File: config.mk
export PLATFORM = sky130hd
export DESIGN_NAME = rgc_div
export DESIGN_NICKNAME = d
export VERILOG_FILES = /design/src/rtl/rgc_pkg.sv /design/src/rtl/rgc_div.sv
export SDC_FILE = /design/constraint.sdc
export NUM_CORES = 1
export LEC_CHECK = 0
export BUFFER_PORTS_ARGS = -buffer_cell sky130_fd_sc_hd__buf_2
export CAP_MARGIN = 20
export CORE_AREA = 2 2 116 163
export DETAILED_ROUTE_END_ITERATION = 7
export DIE_AREA = 0 0 118 165
export PLACE_DENSITY = 0.74
export RECOVER_POWER = 25
export REMOVE_ABC_BUFFERS = 1
export SYNTH_ARGS = -nofsm -noshare
export SYNTH_HDL_FRONTEND = slang
export SYNTH_SLANG_ARGS = --single-unit
File: constraint.sdc
create_clock -name clk -period 2.8 [get_ports clk]
set_clock_uncertainty 0.15 [all_clocks]
set_input_delay 0.56 -clock clk [delete_from_list [all_inputs] [get_ports clk]]
set_output_delay 0.56 -clock clk [all_outputs]
set_load 0.01 [all_outputs]
File: src/rtl/rgc_pkg.sv
`default_nettype none

package rgc_pkg;

    localparam int MAP_DIM       = 64;
    localparam int MAP_BITS      = 6;
    localparam int CELLS         = MAP_DIM * MAP_DIM;
    localparam int ADDR_BITS     = 2 * MAP_BITS;
    localparam int SCREEN_WIDTH  = 1024;
    localparam int SW_LOG2       = 10;
    localparam int SCREEN_HEIGHT = 768;
    localparam int FRAC_BITS     = 16;
    localparam int ONE           = 1 << FRAC_BITS;

    localparam int DIV_W   = 33;
    localparam int DSR_W   = 47;
    localparam int DELTA_W = 36;
    localparam int SIDE_W  = 44;

    localparam logic [DELTA_W-1:0] DELTA_MAX  = '1;
    localparam logic [SIDE_W-1:0]  SIDE_MAX   = '1;
    localparam logic [DIV_W-1:0]   RECIP_NUM  = 33'h1_0000_0000;
    localparam logic [DIV_W-1:0]   HEIGHT_NUM = 33'(SCREEN_HEIGHT * 7 * ONE);

    localparam int CFG_IDX_W = 3;
    localparam logic [CFG_IDX_W-1:0] CFG_POS_X   = 3'd0;
    localparam logic [CFG_IDX_W-1:0] CFG_POS_Y   = 3'd1;
    localparam logic [CFG_IDX_W-1:0] CFG_DIR_X   = 3'd2;
    localparam logic [CFG_IDX_W-1:0] CFG_DIR_Y   = 3'd3;
    localparam logic [CFG_IDX_W-1:0] CFG_PLANE_X = 3'd4;
    localparam logic [CFG_IDX_W-1:0] CFG_PLANE_Y = 3'd5;

    typedef struct packed {
        logic        mode;
        logic [11:0] screen_column;
        logic [5:0]  cell_row;
        logic [5:0]  cell_col;
        logic        cell_is_wall;
    } in_item_t;

    typedef struct packed {
        logic [11:0] column_echo;
        logic [23:0] wall_distance;
        logic        hit_side;
        logic [5:0]  hit_cell_x;
        logic [5:0]  hit_cell_y;
        logic [15:0] slice_height;
        logic [11:0] draw_start;
        logic [11:0] draw_end;
        logic        left_map;
    } out_item_t;

    typedef struct packed {
        logic [21:0]        pos_x;
        logic [21:0]        pos_y;
        logic signed [17:0] dir_x;
        logic signed [17:0] dir_y;
        logic signed [17:0] plane_x;
        logic signed [17:0] plane_y;
    } cfg_t;

    typedef struct packed {
        logic     valid;
        in_item_t item;
    } q_head_t;

    typedef struct packed {
        logic clearing;
    } back_status_t;

    typedef struct packed {
        logic             go;
        logic [DIV_W-1:0] dividend;
        logic [DSR_W-1:0] divisor;
    } div_req_t;

    typedef struct packed {
        logic             done;
        logic [DIV_W-1:0] quot;
    } div_rsp_t;

    typedef enum logic [4:0] {
        ST_CLEAR,
        ST_IDLE,
        ST_CAM_X,
        ST_CAM_Y,
        ST_DIVX_GO,
        ST_DIVX_WAIT,
        ST_DIVY_GO,
        ST_DIVY_WAIT,
        ST_SX_LO,
        ST_SX_HI,
        ST_SY_LO,
        ST_SY_HI,
        ST_WALK,
        ST_CHECK,
        ST_DIST,
        ST_HDIV_GO,
        ST_HDIV_WAIT,
        ST_OUT
    } back_state_t;

endpackage

`default_nettype wire

File: src/rtl/rgc_div.sv
`default_nettype none

module rgc_div
    import rgc_pkg::*;
(
    input  wire logic     clk,
    input  wire logic     rst_n,
    input  wire div_req_t req,
    output div_rsp_t      rsp
);

    logic             busy_reg;
    logic             done_reg;
    logic [5:0]       cnt_reg;
    logic [DSR_W-1:0] rem_reg;
    logic [DSR_W-1:0] dsr_reg;
    logic [DIV_W-1:0] dvd_reg;
    logic [DIV_W-1:0] quot_reg;

    logic [DSR_W:0]   trial;
    logic             ge;
    logic [DSR_W:0]   rem_step;

    // one quotient bit per cycle, restoring
    always_comb
    begin
        trial    = {rem_reg, dvd_reg[DIV_W-1]};
        ge       = trial >= {1'b0, dsr_reg};
        rem_step = ge ? (trial - {1'b0, dsr_reg}) : trial;
    end

    always_ff @(posedge clk or negedge rst_n)
    begin
        if (!rst_n)
        begin
            busy_reg <= 1'b0;
            done_reg <= 1'b0;
            cnt_reg  <= '0;
        end
        else if (req.go)
        begin
            busy_reg <= 1'b1;
            done_reg <= 1'b0;
            cnt_reg  <= '0;
        end
        else if (busy_reg)
        begin
            cnt_reg <= cnt_reg + 6'd1;
            if (cnt_reg == 6'(DIV_W - 1))
            begin
                busy_reg <= 1'b0;
                done_reg <= 1'b1;
            end
        end
        else
        begin
            done_reg <= 1'b0;
        end
    end

    always_ff @(posedge clk)
    begin
        if (req.go)
        begin
            rem_reg <= '0;
            dsr_reg <= req.divisor;
            dvd_reg <= req.dividend;
        end
        else if (busy_reg)
        begin
            rem_reg  <= rem_step[DSR_W-1:0];
            dvd_reg  <= {dvd_reg[DIV_W-2:0], 1'b0};
            quot_reg <= {quot_reg[DIV_W-2:0], ge};
        end
    end

    assign rsp.done = done_reg;
    assign rsp.quot = quot_reg;

endmodule

`default_nettype wire

# Yosys cells after proc, flatten, opt, wreduce, memory -nomap -nowiden
# Cells that the tools add are included.
[op_classes] addsub=2 magnitude_cmp=1 mul=0 muxes=11 n_shift=0 n_bitwise=1 div_mod_pow=0 reduce_logical=2 eq_ne=2
[ops] operator="two-way mux 33 bit" count=2
[ops] operator=">= comparator 48 x 47 -> 1 bit" count=1
[ops] operator="two-way mux 47 bit" count=1
[ops] operator="subtractor 47 bit" count=1
[ops] operator="two-way mux 6 bit" count=2
[ops] operator="adder 6 x 1 -> 6 bit, second input constant" count=1
[ops] operator="equality test 6 bit, second input constant" count=1
[ops] operator="two-way mux 1 bit" count=6
[ops] operator="!= test 3 x 2 -> 1 bit, second input constant" count=1
[ops] operator="AND reduction 2 bit" count=1
[ops] operator="nonzero test 2 bit" count=1
[ops] operator="NOT 1 bit" count=1
[word_totals] in_bits=83 word_cells=26 output_inout_bits=34 latchBits=0 ram_bits=0 regBits=168 mem_count=0 rom_bits=0

# Depth between registers and ports, before layout
[depth] word_depth=4 mapped_depth=15 mapped_depth_nobuf=13

# Worst setup path before layout
# Ideal clock, no wire load.
[synth_path] path_type="flip-flop to flip-flop" startpoint="register dsr_reg[0]" endpoint="register rem_reg[31]" required_time_ps=2518 slack_ps=-257 synth_period_minus_slack_ps=3057 stages_incl_launch_ff=15 t_arrival_ps=2775 setup_ps=132 path_buffers=3 cell_sequence="edfxtp_1 ha_1 fa_1 nand2b_1 a21o_1 a21oi_1 nor2_1 o41ai_4 a21oi_1 a21o_1 buf_6 buf_6 buf_4 a32oi_1 o21ai_0"
[synth_between] elab_chain_len=2 word_cells_on_any_way=3 classes_between="add/sub (1); order compare (1); mux (1)"
[synth_rtl] item="start, declared" line="rgc_div.sv:16" source="logic [DSR_W-1:0] dsr_reg;"
[synth_rtl] item="start signal, assigned" line="rgc_div.sv:66" source="dsr_reg <= req.divisor;"
[synth_rtl] item="subtractor 47 bit / >= comparator 48 x 47 -> 1 bit (equally long branches)" line="rgc_div.sv:29, rgc_div.sv:28"
[synth_rtl] item="two-way mux 47 bit (*)" line="rgc_div.sv:29" source="rem_step = ge ? (trial - {1'b0, dsr_reg}) : trial;"
[synth_rtl] item="end signal, assigned" line="rgc_div.sv:71" source="rem_reg <= rem_step[DSR_W-1:0];"
[synth_rtl] item="end, declared" line="rgc_div.sv:15" source="logic [DSR_W-1:0] rem_reg;"
# Every way passes the cells marked *; elsewhere a longest branch is shown, timed or not.
# A chain may end at the register's enable or synchronous reset.

# Final worst setup path
[layout_path] startpoint="register dsr_reg[1]" endpoint="register rem_reg[27]"
# Same word-level chain as after synthesis.

==> results.cfg <==
[run_status]
status = finished, violations left
violations = setup timing

[setup_path]
crit_path_max_fanout = 2
reg2regPathDepth = 13
crit_chain = inv_1, ha_1, nor2b_2, o21bai_2, nand2_1, a221o_1, or2_1, a21oi_2, o21ai_2, buf_4, xor2_1, nand2_2, a311oi_1
critPathLaunchType = register
crit_slowest_cell = edfxtp_1
cp.arrival_ns = 3.40
cp.required_ns = 3.00
rr_startpoint = dsr_reg[1]$_DFFE_PP_
critPathCaptureType = register
max_stage_delay_ns = 0.45
rrSetupSlack_ns = -0.40
crit_type = register to register
reg2reg_to = rem_reg[27]$_SDFFE_PP0P_

[synthesis]
yosys.cell_types.count = 63
netlist_top_cells_count = 113 x edfxtp_1, 81 x nor2_1, 70 x a21oi_1
synth_top_cell_by_area = edfxtp_1
synth.most_common_cell = edfxtp_1
async_flop_share_pct = 4.76
ys_seq_elements = 168
yosysSeqAreaShare_pct = 50.9
synthTopCellsByArea = edfxtp_1 38%, dfxtp_1 11%, ha_1 6.9%, mux2_2 4.0%, a21oi_1 3.9%
synth_top_area_share_pct = 38.1
syn_area_per_cell_um2 = 10.6
synth_edf_count = 113
synth_cells = 844
yosys_warnings = 0
synth_area_um2 = 8910
ys.flop_type = edfxtp_1

[detailed_routing]
route.detailed.drc = 0
drt_first_pass_iters = 6
vias_per_cell = 5.73
final_antenna_net_count = 0
drt_iter0_drc = 482
wl_per_cell_um = 18.6
num_vias = 7780
routed_wl_um = 25300

[grt]
grt_pass1_wl_um = 38000
grt_max_degree = 93
grt_pass1_vias = 7948
antenna_found_initial = 0
gr-total-overflow = 0
grt_usage_pct = 24.6

[clock_tree]
numCtsBuffers = 17
cts-root-buf = clkbuf_16
htreeDepth = 4
cts_num_sinks = 168
clockBufferDepth = 2
cts_tree = yes
cts.reportedPaths.clkPinSlew_ns = 0.07
clk-insertion-delay-late_ns = 0.44

[hold_path]
min_path_cells = 1
hp-start = req[35]
whs_endpoint = dsr_reg[35]$_DFFE_PP_
worstHoldPathType = input port to register

[pwr]
p_per_area_nw_per_um2 = 472
fin_total_pwr_uw = 5980
p_leak_uw = 0.00560
ir_drop_v = 0.000441

[floorplan]
fp-row-count = 58
core_area_um2 = 17900
io_pins = 117
chipWidth_um = 118
start_util_pct = 49.7
die_area_um2 = 19500
fp.dieH_um = 165

[timing]
relSlewSlack_pct = 40.6
period_needed_ns = 3.20
drv_slew = 0
setup_slack_ns = -0.399
max_freq_mhz = 313
min_period_over_period_pct = 114
rsz0062_at_grt = yes
setup-violations-final = 48
hold_violations = 0
tightest_slew_ns = 0.891

[final_layout]
syn2layout_area_growth_pct = 42.2
stdcell_count = 1358
layout-drive-gt1-share_pct = 45.0
final_net_count = 1238
antenna_cells = 0
postLayoutCellArea_um2 = 12700

[placement]
hpwl_um = 14600
dp_cells = 1296
routabilityCongestion = 0.893
place_ws_ns = -0.459
port_buffers = 116
place_area_um2 = 10700

[job]
maxCapViolCount = 0
[power breakdown]
part	switching, µW	internal, µW
Clock	1060	1340
Combinational	388	335
Sequential	53.7	2800
[cell type report]
type	count	area, µm²
timing repair buffer	287	2110
fill	1162	5250
clock buffer	18	429
tap	240	300
clock inverter	14	161
multi-input combinational	566	4880
inverter	65	256
sequential	168	4540
[cells in the final DEF (no fill, tap or decap), types with 20 or more instances in the layout]
cell / synthesis / layout
buf_2: 4 / 114
buf_4: 5 / 147
edfxtp_1: 113 / 113
dfxtp_1: 47 / 47
mux2_2: 32 / 32
a21oi_2: 0 / 20
ha_1: 49 / 39
a21oi_1: 70 / 40
nand2_1: 49 / 39
inv_1: 63 / 59
a21o_1: 37 / 36
nor2_1: 81 / 61
xor2_1: 30 / 27
[metal layers]
layer	track usage, %	wire length (µm)
met4	13.5	1280
met1	27.2	9490
met5	0	0
met3	4.42	1290
met2	44.7	13200
[worst max-delay path by stage]
| stage | from | end | slack, ns | cells past startpoint |
|---|---|---|---|---|
| global route | dsr_reg[0]$_DFFE_PP_ | rem_reg[1]$_SDFFE_PP0P_ | -0.52 | 14 |
| finish | dsr_reg[1]$_DFFE_PP_ | rem_reg[27]$_SDFFE_PP0P_ | -0.40 | 13 |
| global placement | dsr_reg[17]$_DFFE_PP_ | rem_reg[44]$_SDFFE_PP0P_ | -0.45 | 13 |
| CTS | dsr_reg[17]$_DFFE_PP_ | rem_reg[44]$_SDFFE_PP0P_ | -0.25 | 13 |
| floorplan | dsr_reg[17]$_DFFE_PP_ | rem_reg[19]$_SDFFE_PP0P_ | -1.01 | 12 |
| detailed placement | dsr_reg[17]$_DFFE_PP_ | rem_reg[44]$_SDFFE_PP0P_ | -0.46 | 13 |
[critical path: cells and delay by family (launching register included)]
family | cells | cell delay (ns)
compound gates | 5 | 1.17
simple gates | 4 | 0.63
flops | 1 | 0.45
fa+ha+maj | 1 | 0.29
buf+inv | 2 | 0.22
xor+xnor | 1 | 0.18
[stage by stage]
step	utilization [%]	TNS, ns	hold WS, ns
after floorplan	-	-60.73	0.114
after global placement	59.6	-12.39	0.257
after detailed placement	59.6	-14.48	0.261
after CTS	68.6	-8.37	0.138
after global routing	70.7	-17.64	0.135
final	70.7	-12.66	0.145
[cell families (layout without fill, tap and decap cells)]
logic type | count (synthesis) | count (layout) | share of synthesized area [%]
AO/OA/AOI/OAI | 241 | 242 | 18.0
AND/OR/NAND/NOR | 192 | 192 | 9.86
flip-flops | 168 | 168 | 50.9
buffers and inverters | 111 | 384 | 5.11
adder cells (fa/ha/maj) | 50 | 50 | 7.10
XOR/XNOR | 44 | 44 | 4.32
multiplexers | 38 | 38 | 4.72
[repair_timing]
item                                    in CTS  in global routing
setup buffers                               21                  4
hold buffers                                 1                  0
hold endpoints to repair                     8                  0
resized for setup                          167                 75
gates cloned                                 7                  0
endpoints found under the setup margin      48                 48
pin swaps                                   61                 42
No activity file was read; power rests on OpenSTA's default activity.
