$ cat src/rtl/rgc_pkg.sv
`default_nettype none

package rgc_pkg;

    localparam int MAP_DIM       = 64;
    localparam int MAP_BITS      = 6;
    localparam int CELLS         = MAP_DIM * MAP_DIM;
    localparam int ADDR_BITS     = 2 * MAP_BITS;
    localparam int SCREEN_WIDTH  = 1024;
    localparam int SW_LOG2       = 10;
    localparam int SCREEN_HEIGHT = 768;
    localparam int FRAC_BITS     = 16;
    localparam int ONE           = 1 << FRAC_BITS;

    localparam int DIV_W   = 33;
    localparam int DSR_W   = 47;
    localparam int DELTA_W = 36;
    localparam int SIDE_W  = 44;

    localparam logic [DELTA_W-1:0] DELTA_MAX  = '1;
    localparam logic [SIDE_W-1:0]  SIDE_MAX   = '1;
    localparam logic [DIV_W-1:0]   RECIP_NUM  = 33'h1_0000_0000;
    localparam logic [DIV_W-1:0]   HEIGHT_NUM = 33'(SCREEN_HEIGHT * 7 * ONE);

    localparam int CFG_IDX_W = 3;
    localparam logic [CFG_IDX_W-1:0] CFG_POS_X   = 3'd0;
    localparam logic [CFG_IDX_W-1:0] CFG_POS_Y   = 3'd1;
    localparam logic [CFG_IDX_W-1:0] CFG_DIR_X   = 3'd2;
    localparam logic [CFG_IDX_W-1:0] CFG_DIR_Y   = 3'd3;
    localparam logic [CFG_IDX_W-1:0] CFG_PLANE_X = 3'd4;
    localparam logic [CFG_IDX_W-1:0] CFG_PLANE_Y = 3'd5;

    typedef struct packed {
        logic        mode;
        logic [11:0] screen_column;
        logic [5:0]  cell_row;
        logic [5:0]  cell_col;
        logic        cell_is_wall;
    } in_item_t;

    typedef struct packed {
        logic [11:0] column_echo;
        logic [23:0] wall_distance;
        logic        hit_side;
        logic [5:0]  hit_cell_x;
        logic [5:0]  hit_cell_y;
        logic [15:0] slice_height;
        logic [11:0] draw_start;
        logic [11:0] draw_end;
        logic        left_map;
    } out_item_t;

    typedef struct packed {
        logic [21:0]        pos_x;
        logic [21:0]        pos_y;
        logic signed [17:0] dir_x;
        logic signed [17:0] dir_y;
        logic signed [17:0] plane_x;
        logic signed [17:0] plane_y;
    } cfg_t;

    typedef struct packed {
        logic     valid;
        in_item_t item;
    } q_head_t;

    typedef struct packed {
        logic clearing;
    } back_status_t;

    typedef struct packed {
        logic             go;
        logic [DIV_W-1:0] dividend;
        logic [DSR_W-1:0] divisor;
    } div_req_t;

    typedef struct packed {
        logic             done;
        logic [DIV_W-1:0] quot;
    } div_rsp_t;

    typedef enum logic [4:0] {
        ST_CLEAR,
        ST_IDLE,
        ST_CAM_X,
        ST_CAM_Y,
        ST_DIVX_GO,
        ST_DIVX_WAIT,
        ST_DIVY_GO,
        ST_DIVY_WAIT,
        ST_SX_LO,
        ST_SX_HI,
        ST_SY_LO,
        ST_SY_HI,
        ST_WALK,
        ST_CHECK,
        ST_DIST,
        ST_HDIV_GO,
        ST_HDIV_WAIT,
        ST_OUT
    } back_state_t;

endpackage

`default_nettype wire

$ cat src/rtl/rgc_front.sv
`default_nettype none

module rgc_front
    import rgc_pkg::*;
(
    input  wire logic         clk,
    input  wire logic         rst_n,
    input  wire logic         start,
    input  wire in_item_t     cmd,
    output logic              busy,
    input  wire back_status_t status,
    output q_head_t           head,
    input  wire logic         pop
);

    in_item_t   entry_reg [2];
    logic       wr_ptr_reg;
    logic       rd_ptr_reg;
    logic [1:0] count_reg;

    logic accept;
    logic keep;

    assign busy   = (count_reg == 2'd2) || status.clearing;
    assign accept = start && !busy;
    // a cast past the screen edge gives no result and is dropped here
    assign keep   = accept &&
                    !(cmd.mode && ({1'b0, cmd.screen_column} >= 13'(SCREEN_WIDTH)));

    assign head.valid = count_reg != 2'd0;
    assign head.item  = entry_reg[rd_ptr_reg];

    always_ff @(posedge clk or negedge rst_n)
    begin
        if (!rst_n)
        begin
            wr_ptr_reg <= 1'b0;
            rd_ptr_reg <= 1'b0;
            count_reg  <= '0;
        end
        else
        begin
            if (keep)
            begin
                wr_ptr_reg <= !wr_ptr_reg;
            end
            if (pop)
            begin
                rd_ptr_reg <= !rd_ptr_reg;
            end
            if (keep && !pop)
            begin
                count_reg <= count_reg + 2'd1;
            end
            else if (pop && !keep)
            begin
                count_reg <= count_reg - 2'd1;
            end
        end
    end

    always_ff @(posedge clk)
    begin
        if (keep)
        begin
            entry_reg[wr_ptr_reg] <= cmd;
        end
    end

endmodule

`default_nettype wire

$ cat config.mk
export PLATFORM = sky130hd
export DESIGN_NAME = rgc_front
export DESIGN_NICKNAME = d
export VERILOG_FILES = /design/src/rtl/rgc_pkg.sv /design/src/rtl/rgc_front.sv
export SDC_FILE = /design/constraint.sdc
export NUM_CORES = 1
export LEC_CHECK = 0
export BUFFER_PORTS_ARGS = -buffer_cell sky130_fd_sc_hd__clkbuf_2
export CAP_MARGIN = 30
export CORE_MARGIN = 4
export CORE_UTILIZATION = 50
export DETAILED_ROUTE_END_ITERATION = 10
export PLACE_DENSITY_LB_ADDON = 0.05
export SLEW_MARGIN = 40
export SYNTH_ARGS = -nofsm -noshare
export SYNTH_HDL_FRONTEND = slang
export SYNTH_SLANG_ARGS = --single-unit
$ cat constraint.sdc
create_clock -name clk -period 3 [get_ports clk]
set_clock_uncertainty 0.1 [all_clocks]
set_input_delay 0.75 -clock clk [delete_from_list [all_inputs] [get_ports clk]]
set_output_delay 0.75 -clock clk [all_outputs]
set_load 0.05 [all_outputs]
**Word-level counts from Yosys, hierarchy flattened**

Memory sizes are Yosys's and may differ from the RTL's.
Index checks and enable logic that the tools add are counted.

- Word-level logic and storage cells: 26
- Bits in registers: 4
- Memory bits (writable): 52
- Memories kept: 1
- Bits of input ports: 31

- Equal/unequal tests: 1
- Add/subtract/negate cells: 2
- Order comparisons: 1
- Multiplexer cells: 4
- Reductions and logical operators: 14

Memory list:

| name | words | width | rd ports | clocked after memory_dff | wr ports | RTL line | source |
|---|---|---|---|---|---|---|---|
| entry_reg | 2 | 26 | 1 | 0 | 1 | rgc_front.sv:16 | `in_item_t entry_reg [2];` |

Operator list:

| operator | count |
|---|---|
| $ge 12x11->1 const B | 1 |
| $logic_not 1->1 | 6 |
| $logic_and 1x1->1 | 5 |
| $mux 2 | 2 |
| $reduce_bool 2->1 | 2 |
| $add 2x1->2 const B | 1 |
| $eq 2x2->1 const B | 1 |
| $mux 1 | 2 |
| $sub 2x1->2 const B | 1 |
| $logic_or 1x1->1 | 1 |

**Longest topological paths before layout**

Gate-level depths: netlist of the first run.

- Word-level depth: 9
- Gate-level depth with buffers: 7
- Mapped depth without buffers: 7

**Worst setup path before layout of the first run**

OpenSTA, ideal clock, no wires.

- Path kind: input -> register
- Start: input port cmd[24] (netlist bit)
- End: memory entry_reg[0][0] (netlist bit) (enable)
- Data arrival time: 2.175 ns
- Setup slack: 0.317 ns
- Stages on the path: 3
- Path buffers: 0
- Cells stage by stage: o21ai_2 nand4b_4 nor2_1

- Word-level cells in the longest chain between the ends: 6

Ends and longest elaborated chain:

| item | RTL line | source |
|---|---|---|
| from (decl) | rgc_front.sv:9 | `input wire in_item_t cmd,` |
| $ge 12x11->1 | rgc_front.sv:28 | `!(cmd.mode && ({1'b0, cmd.screen_column} >= 13'(SCREEN_WIDTH)));` |
| $logic_and 1x1->1 | rgc_front.sv:28 |  |
| $logic_not 1->1 | rgc_front.sv:28 |  |
| $logic_and 1x1->1 | rgc_front.sv:27 | `assign keep = accept &&` |
| $mux 1 | rgc_front.sv:64 | `if (keep)` |
| $mux 1 (implied by the code) | rgc_front.sv:66 | `entry_reg[wr_ptr_reg] <= cmd;` |
| to (decl) | rgc_front.sv:16 |  |

Every way passes these cells.

==> results of run 1 <==
[final cells by class]
cell class	instances	share of cell area [%]
repair buffers	64	12.7
multi-input cells	40	18.7
clock inverters	1	0.331
clock buffers	7	2.88
inverters	2	0.284
well taps	50	2.36
flip-flops and latches	56	62.8
[synthesized netlist by cell type]
cell	number
ha_1	1
nand2b_1	1
buf_12	2
dfrtp_1	4
or2_2	1
nor2_1	2
and2_1	1
xor2_1	3
nand4b_4	1
mux2_2	7
inv_2	1
xnor2_1	2
edfxtp_1	52
o21ai_2	1
buf_6	1
inv_1	1
nand2b_4	1
mux2_4	19
[report_power, final]
part	switching (mW)	leakage (nW)	internal [mW]
clock	0.209	0.0424	0.167
combinational	0.666	0.529	0.349
sequential	0.0662	0.519	0.945
total	0.941	1.09	1.46
[metal layers]
| layer | vias to the layer above | part of all wire [%] |
|---|---|---|
| met5 | - | 0 |
| met2 | 38 | 53 |
| met1 | 519 | 37 |
| met4 | 0 | 0.64 |
| li1 | 522 | - |
| met3 | 4 | 9.0 |
[worst min-delay path by stage]
stage / start / end / slack, ps / cells after the start
floorplan: rst_n / count_reg[0]$_DFFE_PN0P_ / 350 / 0
global placement: wr_ptr_reg$_DFFE_PN0N_ / wr_ptr_reg$_DFFE_PN0N_ / 390 / 1
detailed placement: wr_ptr_reg$_DFFE_PN0N_ / wr_ptr_reg$_DFFE_PN0N_ / 420 / 1
CTS: rst_n / count_reg[1]$_DFFE_PN0P_ / 150 / 1
global route: rst_n / count_reg[1]$_DFFE_PN0P_ / 120 / 1
finish: rst_n / count_reg[1]$_DFFE_PN0P_ / 150 / 1
[worst max-delay path, stage by stage, from the launching register on]
cell and delay [ps]:
dfrtp_1 610, buf_4 340, mux2_4 320, clkbuf_2 240
[through the flow]
step | total power [mW] | utilization (%) | setup WS, ps | instance area [um2] | std cells
final | 2.40 | 63.9 | 349 | 2650 | 220
after detailed placement | 2.06 | 61.8 | 632 | 2560 | 212
after global routing | 2.52 | 63.9 | 221 | 2650 | 220
after floorplan | 1.91 | - | 317 | 2210 | 101
after global placement | 2.03 | 61.8 | 656 | 2560 | 212
after CTS | 2.44 | 63.9 | 301 | 2650 | 220
[cells by family after synthesis]
logic type,synth area share [%]
AOI/OAI and AO/OA,0.396
adders and majority gates,0.565
xor gates and xnor gates,1.98
muxes,16.5
DFF,75.1
and+or+nand+nor,2.88
buffers and inverters,2.66
==> flow_summary.toml, run 1 <==
[floorplanning]
coreArea_mm2 = 0.00414
io_pins = 59
fp.dieW_um = 74.5
num_rows = 23
die_h_um = 74.5
die_area_mm2 = 0.00556
initial_core_util_pct = 53.4

[clocking]
postCtsSetupRepairBufs = 0
cts-hold-fix-buffers = 0
cts_buffers = 5
cts.sinks = 56
clock_path_buffers = 2
cts.clk_slew.worst_paths_ps = 90
ctsResizeCount = 0
htree_levels = 2
root_buffer = "clkbuf_8"
clkLatencyLatePin_ps = 290
cts_tree = "done"

[pwr]
peakVddDrop_v = 0.000525
p_leak_nw = 1.09
power_density_mw_per_mm2 = 907

[final_layout]
fillers = 307
multi_input_area_um2 = 495
syn_to_final_growth_pct = 19.6
final_common_cell = "clkbuf_2"
largest_reg_flops = 52
seqCellArea_mm2 = 0.00166
layout.nets = 201
layout-drive-gt1-share_pct = 60.0
final_cell_mix = "clkbuf_2 (58), edfxtp_1 (52), mux2_4 (19), mux2_2 (7), buf_4 (6)"
n_antenna_cell = 0

[route]
drt.antenna.violating_nets = 0
routed_wirelength_um = 3290
vias = 1083
vias_per_cell = 4.92
drtIter0Drc = 17
post_drt_wl_per_cell_um = 15.0
first_pass_iters = 2
drc = 0

[worst_setup_path]
crit_type = "reg -> out"
required_ps = 2150
crit_fanout = 12
timing.reg2reg.setup_slack_ps = 1420
crit_start = "rd_ptr_reg$_DFFE_PN0P_"
rr_endpoint = "entry_reg[1][22]$_DFFE_PP_"
cp-start-kind = "flip-flop"
r2r-start = "count_reg[0]$_DFFE_PN0P_"
r2r_cells = 5
crit_end = "head[10]"
cp-end-kind = "output pin"
crit_arrival_ps = 1800

[yosys]
ys_ff_latch = 56
ys_seq_area_share_pct = 75.1
syn_avg_cell_area_um2 = 21.9
synth_top_cell_area_share_pct = 70.5
synth_warnings = 0
synth_nets = 133
netlist_instances = 101
synth_area_leaders = "edfxtp_1 (71%), mux2_4 (13%), dfrtp_1 (4.5%), mux2_2 (3.6%), buf_12 (1.8%)"
synth_area_leader_cell = "edfxtp_1"
netlist_area_mm2 = 0.00221
yosysUniqueCellTypes = 18

[grt]
antenna_found_initial = 0
grt-ovfl-total = 0
globalRouteMet3Util_pct = 5.27
grtUsageTotal_pct = 12.8
use_met1_pct = 13.4
use_met2_pct = 23.6
grt_pass1_vias = 1185
grt_max_degree = 17
grt_pass1_wl_um = 5180
grt.busiest_layer = "met2"

[timing]
rsz0062_at_grt = "no"
hold_viol = 0
setup-violations-final = 0
tns_ps = 0
relSlewSlack_pct = 72.0
maxSlewViolCount = 0
hold_ws_ps = 150
tightest_slew_ps = 420
layout_min_cycle_time_ps = 2650
period_share_pct = 88.4
fmax_mhz = 377

[placement]
port_buffers = 58
hpwl_um = 2550
gp_congestion = 0.641

[flow_run]
max_cap_viol_count = 0

[min_path]
min_path_type = "in -> async"

[status]
status = "finished, final reports clean"
Note: power is estimated with default switching activity, not from simulation.
==> run 2: changes to the inputs <==
Settings changed: CORE_ASPECT_RATIO from default to 0.75.
==> run 2 against run 1 <==
Compared with the run above:
- combinational power about the same
- utilization about the same
- non-clock buffer count unchanged
- cell area is 0.19% higher
- first-iteration DRC count grew to 3.6 times the previous value
==> flow_summary.toml, run 2 (same netlist as run 1, synthesis figures left out) <==
[status]
status = "finished, final reports clean"

[timing]
layout_min_cycle_time_ps = 2360
hold_viol = 0
rsz0062_at_grt = "no"
period_share_pct = 78.8
relSlewSlack_pct = 71.9
tns_ps = 0
fmax_mhz = 423
maxSlewViolCount = 0
tightest_slew_ps = 421
setup-violations-final = 0

[final_layout]
final_cell_mix = "clkbuf_2 (58), edfxtp_1 (52), mux2_4 (19), mux2_2 (7), buf_4 (6)"
multi_input_area_um2 = 495
n_antenna_cell = 0
seqCellArea_mm2 = 0.00166
fillers = 318
final_core_util_pct = 63.9
stdcell_count = 225
final_common_cell = "clkbuf_2"
layout-drive-gt1-share_pct = 60.0
largest_reg_flops = 52
syn_to_final_growth_pct = 19.8
layout.nets = 201
design_area_mm2 = 0.00265

[worst_setup_path]
rr_endpoint = "entry_reg[0][13]$_DFFE_PP_"
crit_arrival_ps = 1510
crit_fanout = 14
required_ps = 2150
timing.reg2reg.setup_slack_ps = 1240
crit_start = "rd_ptr_reg$_DFFE_PN0P_"
crit_end = "head[24]"
r2r-start = "count_reg[0]$_DFFE_PN0P_"
cp-end-kind = "output pin"
r2r_cells = 4
crit_type = "reg -> out"
cp-start-kind = "flip-flop"

[floorplanning]
io_pins = 59
fp.dieW_um = 84.8
die_h_um = 65.6
coreArea_mm2 = 0.00415
die_area_mm2 = 0.00557
initial_core_util_pct = 53.3
num_rows = 20

[clocking]
cts-hold-fix-buffers = 0
root_buffer = "clkbuf_8"
ctsResizeCount = 0
cts_tree = "done"
clock_path_buffers = 2
postCtsSetupRepairBufs = 0
htree_levels = 2
cts.sinks = 56
cts_buffers = 5
clkLatencyLatePin_ps = 290
cts.clk_slew.worst_paths_ps = 90

[min_path]
min_path_type = "in -> async"

[placement]
port_buffers = 58
gp_congestion = 0.708
placed_cell_area_mm2 = 0.00257
hpwl_um = 2540
place_inst = 217

[route]
first_pass_iters = 4
top_layer_used = "met4"
m1WireLength_um = 1400
wl_met3_um = 255
drc = 0
post_drt_wl_per_cell_um = 15.0
drtIter0Drc = 62
vias = 1087
wl_met2_um = 1710
vias_per_cell = 4.83
drt.antenna.violating_nets = 0
routed_wirelength_um = 3380

[pwr]
peakVddDrop_v = 0.000498
p_total_mw = 2.40
p_leak_nw = 1.09
power_density_mw_per_mm2 = 906

[grt]
antenna_found_initial = 0
grt-ovfl-total = 0
grtUsageTotal_pct = 13.3
grt_max_degree = 17
grt_pass1_vias = 1217
grt_pass1_wl_um = 5550

[flow_run]
max_cap_viol_count = 0
[run 2: cell types whose count changed in the layout (fill, tap and decap cells not counted), sizes merged]
cell      before  now
clkinvlp       0    1
clkbuf        65   64
[run 2: how the worst min path moves through the flow]
stage | to | startpoint | cells after the start
6_report | rd_ptr_reg$_DFFE_PN0P_ | rst_n | 1
3_5_place_dp | wr_ptr_reg$_DFFE_PN0N_ | wr_ptr_reg$_DFFE_PN0N_ | 1
5_1_grt | rd_ptr_reg$_DFFE_PN0P_ | rst_n | 1
3_3_place_gp | wr_ptr_reg$_DFFE_PN0N_ | wr_ptr_reg$_DFFE_PN0N_ | 1
2_1_floorplan | count_reg[0]$_DFFE_PN0P_ | rst_n | 0
4_1_cts | rd_ptr_reg$_DFFE_PN0P_ | rst_n | 1
[run 2: stage by stage]
| stage | hold slack, ps | setup WS (ps) |
|---|---|---|
| after floorplan | 354 | 317 |
| after global placement | 395 | 783 |
| after detailed placement | 412 | 721 |
| after CTS | 132 | 610 |
| after global routing | 130 | 564 |
| final | 140 | 635 |
[run 2: critical path: stages (launching register included)]
cell and delay [ps]:
dfrtp_1 350, buf_4 280, mux2_4 340, clkbuf_2 240
[run 2: power breakdown]
| group | internal [mW] | switching, mW | total (mW) | leakage (nW) |
|---|---|---|---|---|
| registers | 0.946 | 0.0412 | 0.987 | 0.519 |
| logic | 0.350 | 0.687 | 1.04 | 0.529 |
| clock network | 0.162 | 0.217 | 0.380 | 0.0388 |
| total | 1.46 | 0.946 | 2.40 | 1.09 |
[run 2: layout make-up]
cell class              count  share of cell area, %
flip-flops and latches     56                   62.6
inverters                   2                  0.283
clock buffers               6                   2.74
well taps                  55                   2.59
repair buffers             64                   12.6
multi-input cells          40                   18.7
clock inverters             2                  0.425
[run 2: metal layers]
metal	track usage, %	vias up
met3	4.76	2
li1	-	519
met1	15.5	529
met2	22.7	37
met4	5.34	0
met5	0	-
